### config.mk
export PLATFORM = sky130hd
export DESIGN_NAME = eye_closure_drowsiness_alarm
export DESIGN_NICKNAME = d
export VERILOG_FILES = /design/src/hw/rtl/ecda_pkg.sv /design/src/hw/rtl/eye_closure_drowsiness_alarm.sv /design/src/hw/rtl/ecda_cmp_sub.sv /design/src/hw/rtl/ecda_ratio_engine.sv
export SDC_FILE = /design/constraint.sdc
export NUM_CORES = 1
export LEC_CHECK = 0
export ABC_AREA = 1
export ABC_CLOCK_PERIOD_IN_PS = 6600
export BUFFER_PORTS_ARGS = -buffer_cell sky130_fd_sc_hd__buf_4
export CORE_ASPECT_RATIO = 2
export CORE_MARGIN = 3
export CORE_UTILIZATION = 40
export CTS_BUF_LIST = sky130_fd_sc_hd__clkbuf_8
export DETAILED_ROUTE_END_ITERATION = 8
export GPL_ROUTABILITY_DRIVEN = 0
export PLACE_DENSITY_LB_ADDON = 0.25
export SYNTH_ARGS = -nofsm -noshare
export SYNTH_HDL_FRONTEND = slang
export SYNTH_HIERARCHICAL = 1
export SYNTH_SLANG_ARGS = --single-unit
export TNS_END_PERCENT = 20
### constraint.sdc
create_clock -name clock -period 6.6 [get_ports clock]
set_input_delay 0.33 -clock clock [delete_from_list [all_inputs] [get_ports clock]]
set_output_delay 0.33 -clock clock [all_outputs]
set_load 0.03 [all_outputs]
### src/hw/rtl/ecda_pkg.sv
// ----------------------------------------------------------------------------
// ecda_pkg: shared types and constants of the eye closure alarm
// Point and ratio formats, engine status and sequencer states.
// ----------------------------------------------------------------------------
package ecda_pkg;

   // Coordinates: input field width and the number of bits in use
   localparam int PT_W       = 10;
   localparam int COORD_BITS = 10;
   localparam logic [PT_W-1:0] COORD_MASK =
      (COORD_BITS >= PT_W) ? {PT_W{1'b1}} : PT_W'((1 << COORD_BITS) - 1);

   // Square of one coordinate difference, and the sum of two of them
   localparam int SQ_W   = 2 * PT_W;
   localparam int SUM_W  = SQ_W + 1;
   // Radicand is the sum with 12 fraction bits, rounded up to an even width
   localparam int FRAC_W = 12;
   localparam int RAD_W  = ((SUM_W + FRAC_W + 1) / 2) * 2;
   localparam int ROOT_W = RAD_W / 2;
   localparam int ROOT_N = RAD_W / 2;
   localparam int CNT_W  = $clog2(ROOT_N + 1);

   // Ratio division: numerator (a + b) << 12, denominator 2 * c
   localparam int NUM_W   = ROOT_W + 1 + FRAC_W;
   localparam int DEN_W   = ROOT_W + 1;
   localparam int RATIO_W = 16;

   // Width of the shared compare and subtract unit
   localparam int STEP_W = ((RAD_W > DEN_W + RATIO_W) ? RAD_W : DEN_W + RATIO_W) + 1;

   // Configuration
   localparam int CSR_IDX_W = 8;
   localparam int CSR_DAT_W = 16;
   localparam logic [CSR_IDX_W-1:0] CSR_RATIO_THRESHOLD = CSR_IDX_W'(0);
   localparam logic [CSR_IDX_W-1:0] CSR_HOLD_SECONDS    = CSR_IDX_W'(1);
   localparam logic [RATIO_W-1:0]   THRESHOLD_RESET     = RATIO_W'(819);
   localparam logic [7:0]           HOLD_RESET          = 8'd2;

   // Frame layout
   localparam int EYE_POINTS   = 6;
   localparam int FRAME_POINTS = 12;

   typedef struct packed {
      logic [PT_W-1:0] x;
      logic [PT_W-1:0] y;
   } point_type;

   typedef point_type [EYE_POINTS-1:0] point_set_type;

   typedef struct packed {
      logic               done;
      logic [RATIO_W-1:0] ratio;
   } eng_result_type;

   typedef enum logic [2:0] {
      ENG_IDLE,
      ENG_LOAD,
      ENG_SQX,
      ENG_SQY,
      ENG_ROOT,
      ENG_DIVCHK,
      ENG_DIV,
      ENG_DONE
   } eng_state_type;

endpackage

### src/hw/rtl/eye_closure_drowsiness_alarm.sv
// ----------------------------------------------------------------------------
// eye_closure_drowsiness_alarm: eye aspect ratio drowsiness detector
// Collects twelve landmark points a frame, rates both eyes, averages the
// ratios and tracks the closed streak to raise the alarm.
// ----------------------------------------------------------------------------
// One point a cycle while the request side is ready, but the sixth and twelfth
// start the ratio engine: three distances (load, two squares, 17 root steps), a
// saturation check, 16 division steps and a finish, the division skipped when a
// saturated ratio comes out of the check. The sixth point holds the request side
// until the engine is done, the twelfth until its result is registered for output.
// Synchronous reset clears point count, streak and alarm and restores the configuration defaults.
// ----------------------------------------------------------------------------
module eye_closure_drowsiness_alarm
   import ecda_pkg::*;
(
   input  logic                 clock,
   input  logic                 reset,
   // Point requests
   input  logic                 req_tvalid,
   output logic                 req_tready,
   input  logic [55:0]          req_tdata,   // point_x[9:0], point_y[19:10],
                                             // now_seconds[51:20], zero[55:52]
   input  logic                 req_tuser,   // frame_first
   // Frame results
   output logic                 rsp_tvalid,
   input  logic                 rsp_tready,
   output logic [23:0]          rsp_tdata,   // alarm[0], eyes_closed[1],
                                             // mean_ratio[17:2], zero[23:18]
   // Configuration writes
   input  logic                 csr_valid,
   output logic                 csr_ready,
   input  logic [CSR_IDX_W-1:0] csr_index,
   input  logic [CSR_DAT_W-1:0] csr_data
);

   logic [RATIO_W-1:0] thr_ff, thr_in;
   logic [7:0]         hold_ff, hold_in;
   logic [3:0]         count_ff, count_in;
   logic               busy_ff, busy_in;
   logic               start_ff, start_in;
   logic               right_eye_ff, right_eye_in;
   logic               fin_ff, fin_in;
   logic               closed_before_ff, closed_before_in;
   logic [31:0]        closed_since_ff, closed_since_in;
   logic               alarm_ff, alarm_in;
   logic               rsp_valid_ff, rsp_valid_in;
   logic [23:0]        rsp_data_ff, rsp_data_in;
   logic [RATIO_W-1:0] left_ff, left_in, right_ff, right_in;
   logic [31:0]        now_ff, now_in;
   point_set_type      store_ff;

   eng_result_type     eng;
   logic               req_acc;
   logic [3:0]         base;
   logic [3:0]         count_next;
   logic [2:0]         slot;
   logic               commit;
   logic [RATIO_W:0]   sum;
   logic [RATIO_W-1:0] mean;
   logic               closed;
   logic [31:0]        elapsed;

   ecda_ratio_engine u_engine (
      .clock  (clock),
      .reset  (reset),
      .start  (start_ff),
      .points (store_ff),
      .result (eng)
   );

   assign req_tready = ~busy_ff;
   assign req_acc    = req_tvalid & ~busy_ff;
   assign csr_ready  = 1'b1;
   assign rsp_tvalid = rsp_valid_ff;
   assign rsp_tdata  = rsp_data_ff;

   // Point position within the frame
   assign base       = (req_tuser || count_ff > 4'(FRAME_POINTS - 1)) ? 4'd0 : count_ff;
   assign slot       = (base >= 4'(EYE_POINTS)) ? 3'(base - 4'(EYE_POINTS)) : base[2:0];
   assign count_next = base + 4'd1;

   // Frame decision from both ratios
   assign sum     = {1'b0, left_ff} + {1'b0, right_ff};
   assign mean    = sum[RATIO_W:1];
   assign closed  = mean < thr_ff;
   assign elapsed = now_ff - closed_since_ff;
   assign commit  = fin_ff & (~rsp_valid_ff | rsp_tready);

   always_comb begin
      thr_in           = thr_ff;
      hold_in          = hold_ff;
      count_in         = count_ff;
      busy_in          = busy_ff;
      start_in         = 1'b0;
      right_eye_in     = right_eye_ff;
      fin_in           = fin_ff;
      closed_before_in = closed_before_ff;
      closed_since_in  = closed_since_ff;
      alarm_in         = alarm_ff;
      rsp_valid_in     = rsp_valid_ff;
      rsp_data_in      = rsp_data_ff;
      left_in          = left_ff;
      right_in         = right_ff;
      now_in           = now_ff;

      // Register writes
      if (csr_valid) begin
         case (csr_index)
            CSR_RATIO_THRESHOLD: thr_in  = csr_data;
            CSR_HOLD_SECONDS:    hold_in = csr_data[7:0];
            default:             ;
         endcase
      end

      // Drop a taken result
      if (rsp_valid_ff && rsp_tready) begin
         rsp_valid_in = 1'b0;
      end

      // Count the point; launch the engine at the end of each eye
      if (req_acc) begin
         count_in = count_next;
         if (count_next == 4'(EYE_POINTS)) begin
            busy_in      = 1'b1;
            start_in     = 1'b1;
            right_eye_in = 1'b0;
         end else if (count_next == 4'(FRAME_POINTS)) begin
            count_in     = 4'd0;
            busy_in      = 1'b1;
            start_in     = 1'b1;
            right_eye_in = 1'b1;
            now_in       = req_tdata[51:20];
         end
      end

      // Take the engine ratio
      if (eng.done) begin
         if (right_eye_ff) begin
            right_in = eng.ratio;
            fin_in   = 1'b1;
         end else begin
            left_in  = eng.ratio;
            busy_in  = 1'b0;
         end
      end

      // Update the streak and present the result
      if (commit) begin
         fin_in  = 1'b0;
         busy_in = 1'b0;
         if (closed) begin
            if (closed_before_ff) begin
               if (elapsed >= {24'd0, hold_ff}) begin
                  alarm_in = 1'b1;
               end
            end else begin
               closed_since_in = now_ff;
            end
            closed_before_in = 1'b1;
         end else begin
            closed_before_in = 1'b0;
            alarm_in         = 1'b0;
         end
         rsp_valid_in = 1'b1;
         rsp_data_in  = {6'd0, mean, closed, alarm_in};
      end
   end

   // Control state
   always_ff @(posedge clock) begin
      if (reset) begin
         thr_ff           <= THRESHOLD_RESET;
         hold_ff          <= HOLD_RESET;
         count_ff         <= 4'd0;
         busy_ff          <= 1'b0;
         start_ff         <= 1'b0;
         fin_ff           <= 1'b0;
         closed_before_ff <= 1'b0;
         closed_since_ff  <= 32'd0;
         alarm_ff         <= 1'b0;
         rsp_valid_ff     <= 1'b0;
      end else begin
         thr_ff           <= thr_in;
         hold_ff          <= hold_in;
         count_ff         <= count_in;
         busy_ff          <= busy_in;
         start_ff         <= start_in;
         fin_ff           <= fin_in;
         closed_before_ff <= closed_before_in;
         closed_since_ff  <= closed_since_in;
         alarm_ff         <= alarm_in;
         rsp_valid_ff     <= rsp_valid_in;
      end
   end

   // Payload registers
   always_ff @(posedge clock) begin
      right_eye_ff <= right_eye_in;
      rsp_data_ff  <= rsp_data_in;
      left_ff      <= left_in;
      right_ff     <= right_in;
      now_ff       <= now_in;
   end

   // Point store, written at the slot of the current eye
   always_ff @(posedge clock) begin
      if (req_acc) begin
         store_ff[slot].x <= req_tdata[9:0] & COORD_MASK;
         store_ff[slot].y <= req_tdata[19:10] & COORD_MASK;
      end
   end

endmodule

### src/hw/rtl/ecda_cmp_sub.sv
// ----------------------------------------------------------------------------
// ecda_cmp_sub: shared compare and subtract unit
// Gives a - b and whether a >= b; used by every root and division step.
// ----------------------------------------------------------------------------
module ecda_cmp_sub
   import ecda_pkg::*;
(
   input  logic [STEP_W-1:0] op_a,
   input  logic [STEP_W-1:0] op_b,
   output logic [STEP_W-1:0] diff,
   output logic              ge
);

   logic [STEP_W:0] wide;

   // Borrow out of the subtraction decides the compare
   assign wide = {1'b0, op_a} - {1'b0, op_b};
   assign diff = wide[STEP_W-1:0];
   assign ge   = ~wide[STEP_W];

endmodule

### src/hw/rtl/ecda_ratio_engine.sv
// ----------------------------------------------------------------------------
// ecda_ratio_engine: eye aspect ratio sequencer
// Three distances by squaring and a bit-pair square root, then a 16-step
// restoring division, all through one compare and subtract unit.
// ----------------------------------------------------------------------------
module ecda_ratio_engine
   import ecda_pkg::*;
(
   input  logic           clock,
   input  logic           reset,
   input  logic           start,
   input  point_set_type  points,
   output eng_result_type result
);

   eng_state_type state_ff, state_in;
   logic [1:0]          k_ff, k_in;
   logic [CNT_W-1:0]    cnt_ff, cnt_in;
   logic [PT_W-1:0]     dx_ff, dx_in, dy_ff, dy_in;
   logic [SUM_W-1:0]    acc_ff, acc_in;
   logic [RAD_W-1:0]    rad_ff, rad_in, res_ff, res_in, bit_ff, bit_in;
   logic [ROOT_W-1:0]   dist_ff [3];
   logic [ROOT_W-1:0]   dist_in [3];
   logic [NUM_W-1:0]    num_ff, num_in;
   logic [DEN_W-1:0]    den_ff, den_in;
   logic [DEN_W-1:0]    rem_ff, rem_in;
   logic [RATIO_W-1:0]  quo_ff, quo_in, ratio_ff, ratio_in;
   logic                done;

   point_type           pa, pb;
   logic [PT_W-1:0]     mul_op;
   logic [SQ_W-1:0]     sq;
   logic [STEP_W-1:0]   op_a, op_b, diff;
   logic                ge;
   logic [RAD_W-1:0]    trial;
   logic [NUM_W-1:0]    num_new;
   logic [DEN_W-1:0]    den_new;
   logic [DEN_W:0]      div_t;

   ecda_cmp_sub u_cmp_sub (
      .op_a (op_a),
      .op_b (op_b),
      .diff (diff),
      .ge   (ge)
   );

   // Pick the point pair of the current distance: p1-p5, p2-p4, p0-p3
   always_comb begin
      case (k_ff)
         2'd0: begin
            pa = points[1];
            pb = points[5];
         end
         2'd1: begin
            pa = points[2];
            pb = points[4];
         end
         default: begin
            pa = points[0];
            pb = points[3];
         end
      endcase
   end

   // One squarer, shared between the x and y differences
   assign mul_op  = (state_ff == ENG_SQX) ? dx_ff : dy_ff;
   assign sq      = {{PT_W{1'b0}}, mul_op} * {{PT_W{1'b0}}, mul_op};
   assign trial   = res_ff + bit_ff;
   assign num_new = NUM_W'({1'b0, dist_ff[0]} + {1'b0, dist_ff[1]}) << FRAC_W;
   assign den_new = {dist_ff[2], 1'b0};
   assign div_t   = {rem_ff, num_ff[RATIO_W-1]};

   // Route the shared unit operands by step
   always_comb begin
      case (state_ff)
         ENG_ROOT: begin
            op_a = STEP_W'(rad_ff);
            op_b = STEP_W'(trial);
         end
         ENG_DIVCHK: begin
            op_a = STEP_W'(num_new);
            op_b = STEP_W'({den_new, {RATIO_W{1'b0}}});
         end
         ENG_DIV: begin
            op_a = STEP_W'(div_t);
            op_b = STEP_W'(den_ff);
         end
         default: begin
            op_a = '0;
            op_b = '0;
         end
      endcase
   end

   // Sequencer: next state and datapath updates
   always_comb begin
      state_in = state_ff;
      k_in     = k_ff;
      cnt_in   = cnt_ff;
      dx_in    = dx_ff;
      dy_in    = dy_ff;
      acc_in   = acc_ff;
      rad_in   = rad_ff;
      res_in   = res_ff;
      bit_in   = bit_ff;
      dist_in  = dist_ff;
      num_in   = num_ff;
      den_in   = den_ff;
      rem_in   = rem_ff;
      quo_in   = quo_ff;
      ratio_in = ratio_ff;
      done     = 1'b0;
      case (state_ff)
         ENG_IDLE: begin
            if (start) begin
               k_in     = 2'd0;
               state_in = ENG_LOAD;
            end
         end
         ENG_LOAD: begin
            dx_in    = (pa.x > pb.x) ? pa.x - pb.x : pb.x - pa.x;
            dy_in    = (pa.y > pb.y) ? pa.y - pb.y : pb.y - pa.y;
            state_in = ENG_SQX;
         end
         ENG_SQX: begin
            acc_in   = SUM_W'(sq);
            state_in = ENG_SQY;
         end
         ENG_SQY: begin
            rad_in   = RAD_W'(acc_ff + SUM_W'(sq)) << FRAC_W;
            res_in   = '0;
            bit_in   = RAD_W'(1) << (RAD_W - 2);
            cnt_in   = '0;
            state_in = ENG_ROOT;
         end
         ENG_ROOT: begin
            // Try the next root bit; keep it when the remainder allows
            if (ge) begin
               rad_in = diff[RAD_W-1:0];
               res_in = (res_ff >> 1) + bit_ff;
            end else begin
               res_in = res_ff >> 1;
            end
            bit_in = bit_ff >> 2;
            cnt_in = cnt_ff + CNT_W'(1);
            if (cnt_ff == CNT_W'(ROOT_N - 1)) begin
               dist_in[k_ff] = res_in[ROOT_W-1:0];
               if (k_ff == 2'd2) begin
                  state_in = ENG_DIVCHK;
               end else begin
                  k_in     = k_ff + 2'd1;
                  state_in = ENG_LOAD;
               end
            end
         end
         ENG_DIVCHK: begin
            // Zero width eye or a quotient past 16 bits saturates
            num_in = num_new;
            den_in = den_new;
            rem_in = DEN_W'(num_new >> RATIO_W);
            quo_in = '0;
            cnt_in = '0;
            if (dist_ff[2] == '0 || ge) begin
               ratio_in = {RATIO_W{1'b1}};
               state_in = ENG_DONE;
            end else begin
               state_in = ENG_DIV;
            end
         end
         ENG_DIV: begin
            rem_in = ge ? diff[DEN_W-1:0] : div_t[DEN_W-1:0];
            quo_in = {quo_ff[RATIO_W-2:0], ge};
            num_in = num_ff << 1;
            cnt_in = cnt_ff + CNT_W'(1);
            if (cnt_ff == CNT_W'(RATIO_W - 1)) begin
               ratio_in = quo_in;
               state_in = ENG_DONE;
            end
         end
         ENG_DONE: begin
            done     = 1'b1;
            state_in = ENG_IDLE;
         end
         default: begin
            state_in = ENG_IDLE;
         end
      endcase
   end

   // Hold the sequencer state
   always_ff @(posedge clock) begin
      if (reset) begin
         state_ff <= ENG_IDLE;
      end else begin
         state_ff <= state_in;
      end
   end

   // Datapath registers
   always_ff @(posedge clock) begin
      k_ff     <= k_in;
      cnt_ff   <= cnt_in;
      dx_ff    <= dx_in;
      dy_ff    <= dy_in;
      acc_ff   <= acc_in;
      rad_ff   <= rad_in;
      res_ff   <= res_in;
      bit_ff   <= bit_in;
      dist_ff  <= dist_in;
      num_ff   <= num_in;
      den_ff   <= den_in;
      rem_ff   <= rem_in;
      quo_ff   <= quo_in;
      ratio_ff <= ratio_in;
   end

   assign result.done  = done;
   assign result.ratio = ratio_ff;

endmodule

# Word level (Yosys, flattened, before mapping)
# Index checks and enable logic that the tools add are counted.
[word_totals]
ff_bits = 554
latchBits = 0
ram_bits = 0
rom_bits = 0
inputBits = 86
output_inout_bits = 27
word_cells = 191
mem_count = 0
[classes]
addsub = 15
n_mul = 1
div = 0
n_lt_le_gt_ge = 10
n_eq_ne = 20
n_shift = 0
n_mux = 59
n_bitwise = 11
reduce_logical = 31
[op_table]
columns = ["op", "n"]
rows = [
  ["$bwmux W120", 2],
  ["$pmux W34 S2", 3],
  ["$pmux W34 S3", 2],
  ["$demux W20 S3", 2],
  ["$mux W34", 3],
  ["$pmux W20 S2", 2],
  ["$pmux W16 S2", 2],
  ["$bwmux W51", 1],
  ["$mux W10", 4],
  ["$sub A10 B10 Y10", 4],
  ["$pmux W18 S2", 1],
  ["$sub A34 B34 Y35", 1],
  ["$add A33 B34 Y34", 1],
  ["$add A34 B34 Y34", 1],
  ["$demux W17 S2", 1],
  ["$ge A32 B8 Y1", 1],
  ["$mux W16", 2],
  ["$sub A32 B32 Y32", 1],
  ["$pmux W15 S2", 1],
  ["$pmux W3 S8", 1],
  ["$add A20 B20 Y21", 1],
  ["$gt A10 B10 Y1", 2],
  ["$mul A10 B10 Y20", 1],
  ["$mux W20", 1],
  ["48 further kinds", 106],
]

# Depth between registers and ports, before layout
# Gate-level depths: netlist (run 1).
[depth]
word_depth = 11
mapped_depth = 39

# Hierarchy
# Netlist (run 1), hierarchy kept.
[by_module_without_submodules]
columns = ["mod", "instances", "cells_each", "area_per_inst_um2", "seq_area_each_um2"]
rows = [
  ["ecda_ratio_engine", 1, 2749, 21074.0, 7627.3],
  ["eye_closure_drowsiness_alarm", 1, 1356, 12859.8, 7417.1],
  ["ecda_cmp_sub", 1, 522, 2548.7, 0.0],
]

# Least setup slack after synthesis (run 1)
# No wires, ideal clock.
[synth_path]
path_type = "register -> register"
from = "reg u_engine.state_ff[0]"
to = "reg u_engine.rad_ff[31] (data pin)"
setup_time_ns = 0.254
arrival_time_ns = 6.181
t_required_ns = 6.346
slack_ns = 0.166
stages_incl_launch_ff = 36
n_path_buf = 2
period_less_slack_ns = 6.434
cell_sequence = "dfxtp_1 > inv_1 > ha_1 > nand2_4 > buf_8 > buf_6 > nand2_1 > o21ai_1 > inv_2 > nor2_1 > inv_1 > fa_1 > inv_1 > fa_1 > ha_1 > fa_1 > inv_1 > fa_1 > inv_1 > ha_1 > nand2_1 > o21ai_0 > nor2_1 > o21ai_0 > nand2_1 > nand3_1 > nand2_1 > ha_1 > inv_1 > o21ai_0 > a21oi_1 > nor2_1 > nor2_1 > nand3_1 > nand3_1 > nand2_1"
[synth_between]
elab_chain_cells = 5
word_cells_on_any_way = 13
[synth_lines]
columns = ["element", "line_no", "rtl"]
rows = [
  ["start: declaration", "ecda_ratio_engine.sv:16", "eng_state_type state_ff, state_in;"],
  ["start signal: assignment", "ecda_ratio_engine.sv:195", "state_ff <= state_in;"],
  ["$eq A3 B2 Y1", "ecda_ratio_engine.sv:66", "assign mul_op = (state_ff == ENG_SQX) ? dx_ff : dy_ff;"],
  ["$mux W10", "ecda_ratio_engine.sv:66", ""],
  ["$mul A10 B10 Y20", "ecda_ratio_engine.sv:67", "assign sq = {{PT_W{1'b0}}, mul_op} * {{PT_W{1'b0}}, mul_op};"],
  ["via u_engine.sq[12]", "ecda_ratio_engine.sv:32", "logic [SQ_W-1:0] sq;"],
  ["$add A20 B20 Y21", "ecda_ratio_engine.sv:130", "rad_in = RAD_W'(acc_ff + SUM_W'(sq)) << FRAC_W;"],
  ["$pmux W34 S2", "ecda_ratio_engine.sv:113", "case (state_ff)"],
  ["via u_engine.rad_in[31]", "ecda_ratio_engine.sv:21", "logic [RAD_W-1:0] rad_ff, rad_in, res_ff, res_in, bit_ff, bit_in;"],
  ["end signal: assignment", "ecda_ratio_engine.sv:206", "rad_ff <= rad_in;"],
  ["end: declaration", "ecda_ratio_engine.sv:21", ""],
]
# The timed path passes the listed nets, and every way through them passes these cells. The select of a mux whose other input is x is not followed.
# A chain may end at the register's enable or synchronous reset.

# Worst setup path in the final report (run 1)
[layout_path]
from = "reg u_engine.state_ff[0]"
to = "reg u_engine.rad_ff[30] (data pin)"
# The elaborated chain is that of the path after synthesis.

==> results of run 1 <==
## worst max-delay path by stage
stage / start / end / slack [ps]
after floorplan: u_engine/state_ff[0] / u_engine/rad_ff[31] / 170
after global placement: u_engine/state_ff[0] / u_engine/rad_ff[30] / -160
after detailed placement: u_engine/state_ff[0] / u_engine/rad_ff[30] / -180
after CTS: u_engine/state_ff[0] / u_engine/rad_ff[30] / 6
after global routing: u_engine/state_ff[0] / u_engine/rad_ff[30] / -80
final: u_engine/state_ff[0] / u_engine/rad_ff[30] / 220
## area by class of cell
cell class                      instances  area share (%)
Clock buffer                           91           2.959
Inverter                              799           7.104
Multi-Input combinational cell       3194           43.87
Timing Repair Buffer                  302           5.880
Clock inverter                         55           1.153
Sequential cell                       524           35.55
Antenna cell                            1        0.005913
Tap cell                             1177           3.480
## worst max-delay path: cells and delay by family, from the launching register on
family / cells / cell delay, ps
AND/OR/NAND/NOR: 14 / 1160
AO/OA/AOI/OAI: 5 / 850
adder cells (fa/ha/maj): 8 / 3100
buffers and inverters: 8 / 700
flip-flops: 1 / 320
## per-stage QoR
stage                     std cells  util (%)  setup slack [ps]
final                          6143     47.13             222.6
after global routing           6143     47.13            -77.55
after CTS                      6132     46.42             5.929
after detailed placement       5911     43.59            -184.4
after global placement         5911     43.59            -164.8
after floorplan                4617         -             165.8
## state kept, by name, indices dropped and copies added (netlist names), 17 cells and up
signal	flops
rsp_tdata	18
u_engine/dist_ff	34
store_ff	120
closed_since_ff	32
u_engine/rem_ff	18
now_ff	32
u_engine/rad_ff	34
u_engine/den_ff	17
u_engine/res_ff	34
u_engine/den_new	17
u_engine/acc_ff	19
u_engine/bit_ff	17
## metal layers
| metal | up-vias | part of all wire [%] | track usage (%) |
|---|---|---|---|
| li1 | 15521 | - | - |
| met1 | 14190 | 33 | 18.95 |
| met2 | 782 | 55 | 43.50 |
| met3 | 393 | 3.4 | 2.584 |
| met4 | 0 | 8.8 | 17.11 |
| met5 | - | 0 | 0 |
## cell usage in the layout, fill, tap and decap left out, types with 8 or more instances in the layout
cell,n
nand2_1,1234
a21oi_1,301
clkinv_1,10
buf_4,226
nor2_2,33
o21ai_1,25
a21o_1,13
nand3b_1,21
and2_1,8
o21ai_0,152
nand3_2,12
o21ai_2,12
a22oi_1,11
nand2_2,32
a21oi_2,16
inv_2,16
nor2_1,427
fa_1,56
a22o_1,46
dfxtp_1,68
xor2_1,81
o211ai_1,15
bufinv_16,9
o21bai_1,13
nand4_1,22
nor3_1,32
dlygate4sd3_1,72
inv_1,801
conb_1,9
nand3_1,223
ha_4,15
edfxtp_1,455
xnor2_1,28
ha_1,258
clkbuf_8,91
## what timing repair did
item	in CTS	in global routing
buffers inserted	3	9
hold buffers	72	0
cloned	0	1
resized for setup	14	121
setup endpoints to repair	7	14
pin swaps	2	50
hold endpoints to repair	187	0
==> flow_summary.yaml, run 1 <==
run_status:
  status: "finished, final reports clean"
clock_network:
  cts_buffers: 82
  cts_tree: "done"
  cts_root_buf: "clkbuf_8"
  htreeDepth: 3
  cts_buffer_depth: 3
  numClockSinks: 524
  path_clk_slew_ps: 70
  clock_latency_ps: 760
global_routing:
  overflow: 0
  grt_max_degree: 84
  grt_pass1_wl_mm: 160.8
  antenna_found_initial: 1
  track_usage_pct: 21.81
  first_global_vias: 31722
timing:
  maxSlewViolCount: 0
  worst_slew_pin_slew_ps: 1132
  fin_tns_setup_ps: 0
  period_share_pct: 96.63
  rsz0062_at_grt: "yes"
  setup_violations: 0
  hold_viol: 0
  fin_worst_skew_ps: 42.10
  hold_slack_ps: 203.9
  max_slew_margin_pct: 24.53
  fmax_mhz: 156.8
  final.min_clock_period_ps: 6377
setup_path:
  r2r_slack_ps: 220
  crit_top_cell: "nand2_1"
  worstPathArrival_ps: 6860
  cpPeakStageDelay_ps: 490
  critPathKind: "reg -> reg"
  r2r-end: "u_engine/rad_ff[30]"
  critPathMaxFanout: 7
  required_ps: 7080
  rr_worst_depth: 35
  startpoint_type: "flop"
  worst_path_max_delay_cell: "fa_1"
  worst_setup_path_end_kind: "flop"
  reg2reg_from: "u_engine/state_ff[0]"
finish:
  drive_above_1_share_pct: 10.82
  postLayoutCellArea_um2: 42320
  synthToLayoutAreaGrowth_pct: 16.23
  seq_area_um2: 15050
  nFillCells: 8749
  multiInputGateArea_um2: 18560
  nets: 5322
floorplanning:
  chipWidth_um: 219.3
  io_pins: 113
  core_area_um2: 89790
  rows: 155
  dieArea_um2: 94910
  die_y_um: 432.7
  start_util_pct: 40.55
min_path:
  whs_endpoint: "hold_ff[3]"
  hp-start: "csr_valid"
  hold_depth: 3
  hp-class: "in -> reg"
placement:
  port-buffer-count: 101
  place_area_um2: 39140
  dp_hpwl_mm: 81.11
synthesis:
  syn_inst: 4611
  syn_area_um2: 36410
  synth_area_per_cell_um2: 7.897
  synth-warning-count: 6
run:
  maxCapViolCount: 0
route:
  ant_nets: 0
  drt-wirelength-per-cell_um: 16.96
  first_pass_iters: 6
  wl_mm: 104.2
  vias: 30886
  drt-vias-per-instance: 5.028
  drc: 0
  drt_iter0_drc: 1607
Power of run 1 is left out: the tool's default activity adds up to more than one toggle a clock period on the data nets, which glitch-free logic cannot reach.
==> run 2, diff against run 1 <==
--- a/config.mk
+++ b/config.mk
@@ -6,7 +6,7 @@
 export NUM_CORES = 1
 export LEC_CHECK = 0
 export ABC_AREA = 1
-export ABC_CLOCK_PERIOD_IN_PS = 6600
+export ABC_CLOCK_PERIOD_IN_PS = 7300
 export BUFFER_PORTS_ARGS = -buffer_cell sky130_fd_sc_hd__buf_4
 export CORE_ASPECT_RATIO = 2
 export CORE_MARGIN = 3
==> constraint.sdc (replaced) <==
create_clock -name clock -period 7.3 [get_ports clock]
set_input_delay 0.365 -clock clock [delete_from_list [all_inputs] [get_ports clock]]
set_output_delay 0.365 -clock clock [all_outputs]
set_load 0.03 [all_outputs]
==> flow_summary.yaml, run 2 (synthesis gave the netlist of run 1 again) <==
setup_path:
  r2r-end: "u_engine/rad_ff[29]"
  worstPathArrival_ps: 7470
  worst_path_max_delay_cell: "fa_1"
  critPathMaxFanout: 10
  r2r_slack_ps: 340
  cpPeakStageDelay_ps: 530
  required_ps: 7810
  critPathKind: "reg -> reg"
  rr_worst_depth: 29
  reg2reg_from: "u_engine/state_ff[0]"
  worst_setup_path_end_kind: "flop"
  startpoint_type: "flop"
  crit_top_cell: "inv_1"
clock_network:
  path_clk_slew_ps: 70
  cts_tree: "done"
  htreeDepth: 3
  cts_buffers: 81
  clock_latency_ps: 760
  cts_buffer_depth: 3
  numClockSinks: 524
  cts_root_buf: "clkbuf_8"
finish:
  layout_commonest_cell: "nand2_1"
  top_register: "store_ff"
  mostFrequentLayoutCells: "nand2_1 (1250), inv_1 (804), edfxtp_1 (455), nor2_1 (440), a21oi_1 (315)"
  largest_register_ffs: 120
  drive_above_1_share_pct: 7.316
  postLayoutCoreUtil_pct: 45.67
  synthToLayoutAreaGrowth_pct: 12.62
  nets: 5231
timing:
  fmax_mhz: 143.7
  period_share_pct: 95.31
  worst_slew_pin_slew_ps: 1125
  hold_viol: 0
  setup_violations: 0
  final.min_clock_period_ps: 6958
  fin_worst_skew_ps: 50.88
  maxSlewViolCount: 0
  worst_slack_ps: 342.2
  max_slew_margin_pct: 24.84
global_routing:
  met3_usage_pct: 2.626
  grt_util_met1_pct: 19.12
  grt_max_degree: 63
  grt_pass1_wl_mm: 161.5
  track_usage_pct: 21.98
  antenna_found_initial: 1
  use_met2_pct: 43.83
  top_usage_layer: "met2"
  overflow: 0
  first_global_vias: 31154
run:
  maxCapViolCount: 0
floorplanning:
  rows: 155
  core_area_um2: 89790
  die_y_um: 432.7
  start_util_pct: 40.55
  dieArea_um2: 94910
  io_pins: 113
  chipWidth_um: 219.3
placement:
  port-buffer-count: 101
  dp_hpwl_mm: 81.82
  dpl_worst_slack_ps: 107.0
route:
  ant_nets: 0
  drt-vias-per-instance: 5.056
  vias: 30628
  drt-wirelength-per-cell_um: 17.24
  first_pass_iters: 6
  drc: 0
  wl_mm: 104.4
  drt_iter0_drc: 1490
min_path:
  hp-start: "csr_valid"
  hold_depth: 3
  whs_endpoint: "hold_ff[5]"
  hp-class: "in -> reg"
run_status:
  status: "finished, final reports clean"
## run 2: cell count changes in the layout (fill, tap and decap cells not counted), moves of 13 or more
| cell | before | now |
|---|---|---|
| ha_4 | 15 | 1 |
| a21oi_1 | 301 | 315 |
| nor2_1 | 427 | 440 |
| ha_1 | 258 | 274 |
| nand2_1 | 1234 | 1250 |
| buf_4 | 226 | 139 |
## run 2: metal layers
| metal | up-vias | share of wire (%) |
|---|---|---|
| li1 | 15330 | - |
| met1 | 14129 | 32 |
| met2 | 782 | 55 |
| met3 | 387 | 3.5 |
| met4 | 0 | 8.7 |
| met5 | - | 0 |
## run 2: cell type report
type | instances | area [um^2]
clock buffers | 83 | 1142
fillers | 8932 | 48780
flip-flops and latches | 524 | 15040
well taps | 1177 | 1473
multi-input cells | 3194 | 18050
repair buffers | 212 | 1774
inverters | 799 | 3002
diodes | 1 | 2.502
clock inverters | 68 | 523.0
## run 2: what timing repair did
item / 4_1_cts / 5_1_grt
hold buffers: 73 / 0
setup buffers: 0 / 4
endpoints found under the hold margin: 184 / 0
endpoints found under the setup margin: 0 / 10
resized for setup: 0 / 23
## run 2: worst max path at each step
stage	start	endpoint	slack [ps]	cells past startpoint
final	u_engine/state_ff[0]	u_engine/rad_ff[29]	340	29
after floorplan	u_engine/state_ff[0]	u_engine/rad_ff[31]	870	35
after detailed placement	u_engine/state_ff[0]	u_engine/rad_ff[30]	110	29
after global routing	u_engine/state_ff[0]	u_engine/rad_ff[30]	-10	31
after global placement	u_engine/state_ff[0]	u_engine/rad_ff[30]	200	29
after CTS	u_engine/state_ff[0]	u_engine/rad_ff[30]	70	29
## run 2: stage by stage
step	hold WS [ps]	TNS, ps	area, um^2	cells
2_1_floorplan	421.5	0	36430	4617
3_3_place_gp	422.4	0	38480	5828
3_5_place_dp	430.2	0	38480	5828
4_1_cts	155.9	0	40880	6052
5_1_grt	235.3	-11.66	41010	6058
6_report	244.8	0	41010	6058
## run 2: worst max-delay path: cells and delay by family (launching register included)
kind	cells	cell delay (ps)
AOI/OAI and AO/OA	6	1350
xor gates and xnor gates	1	250
adders and majority gates	8	3340
buffers and inverters	7	640
DFF	1	340
and+or+nand+nor	7	770
Power of run 2 is left out for the same reason.
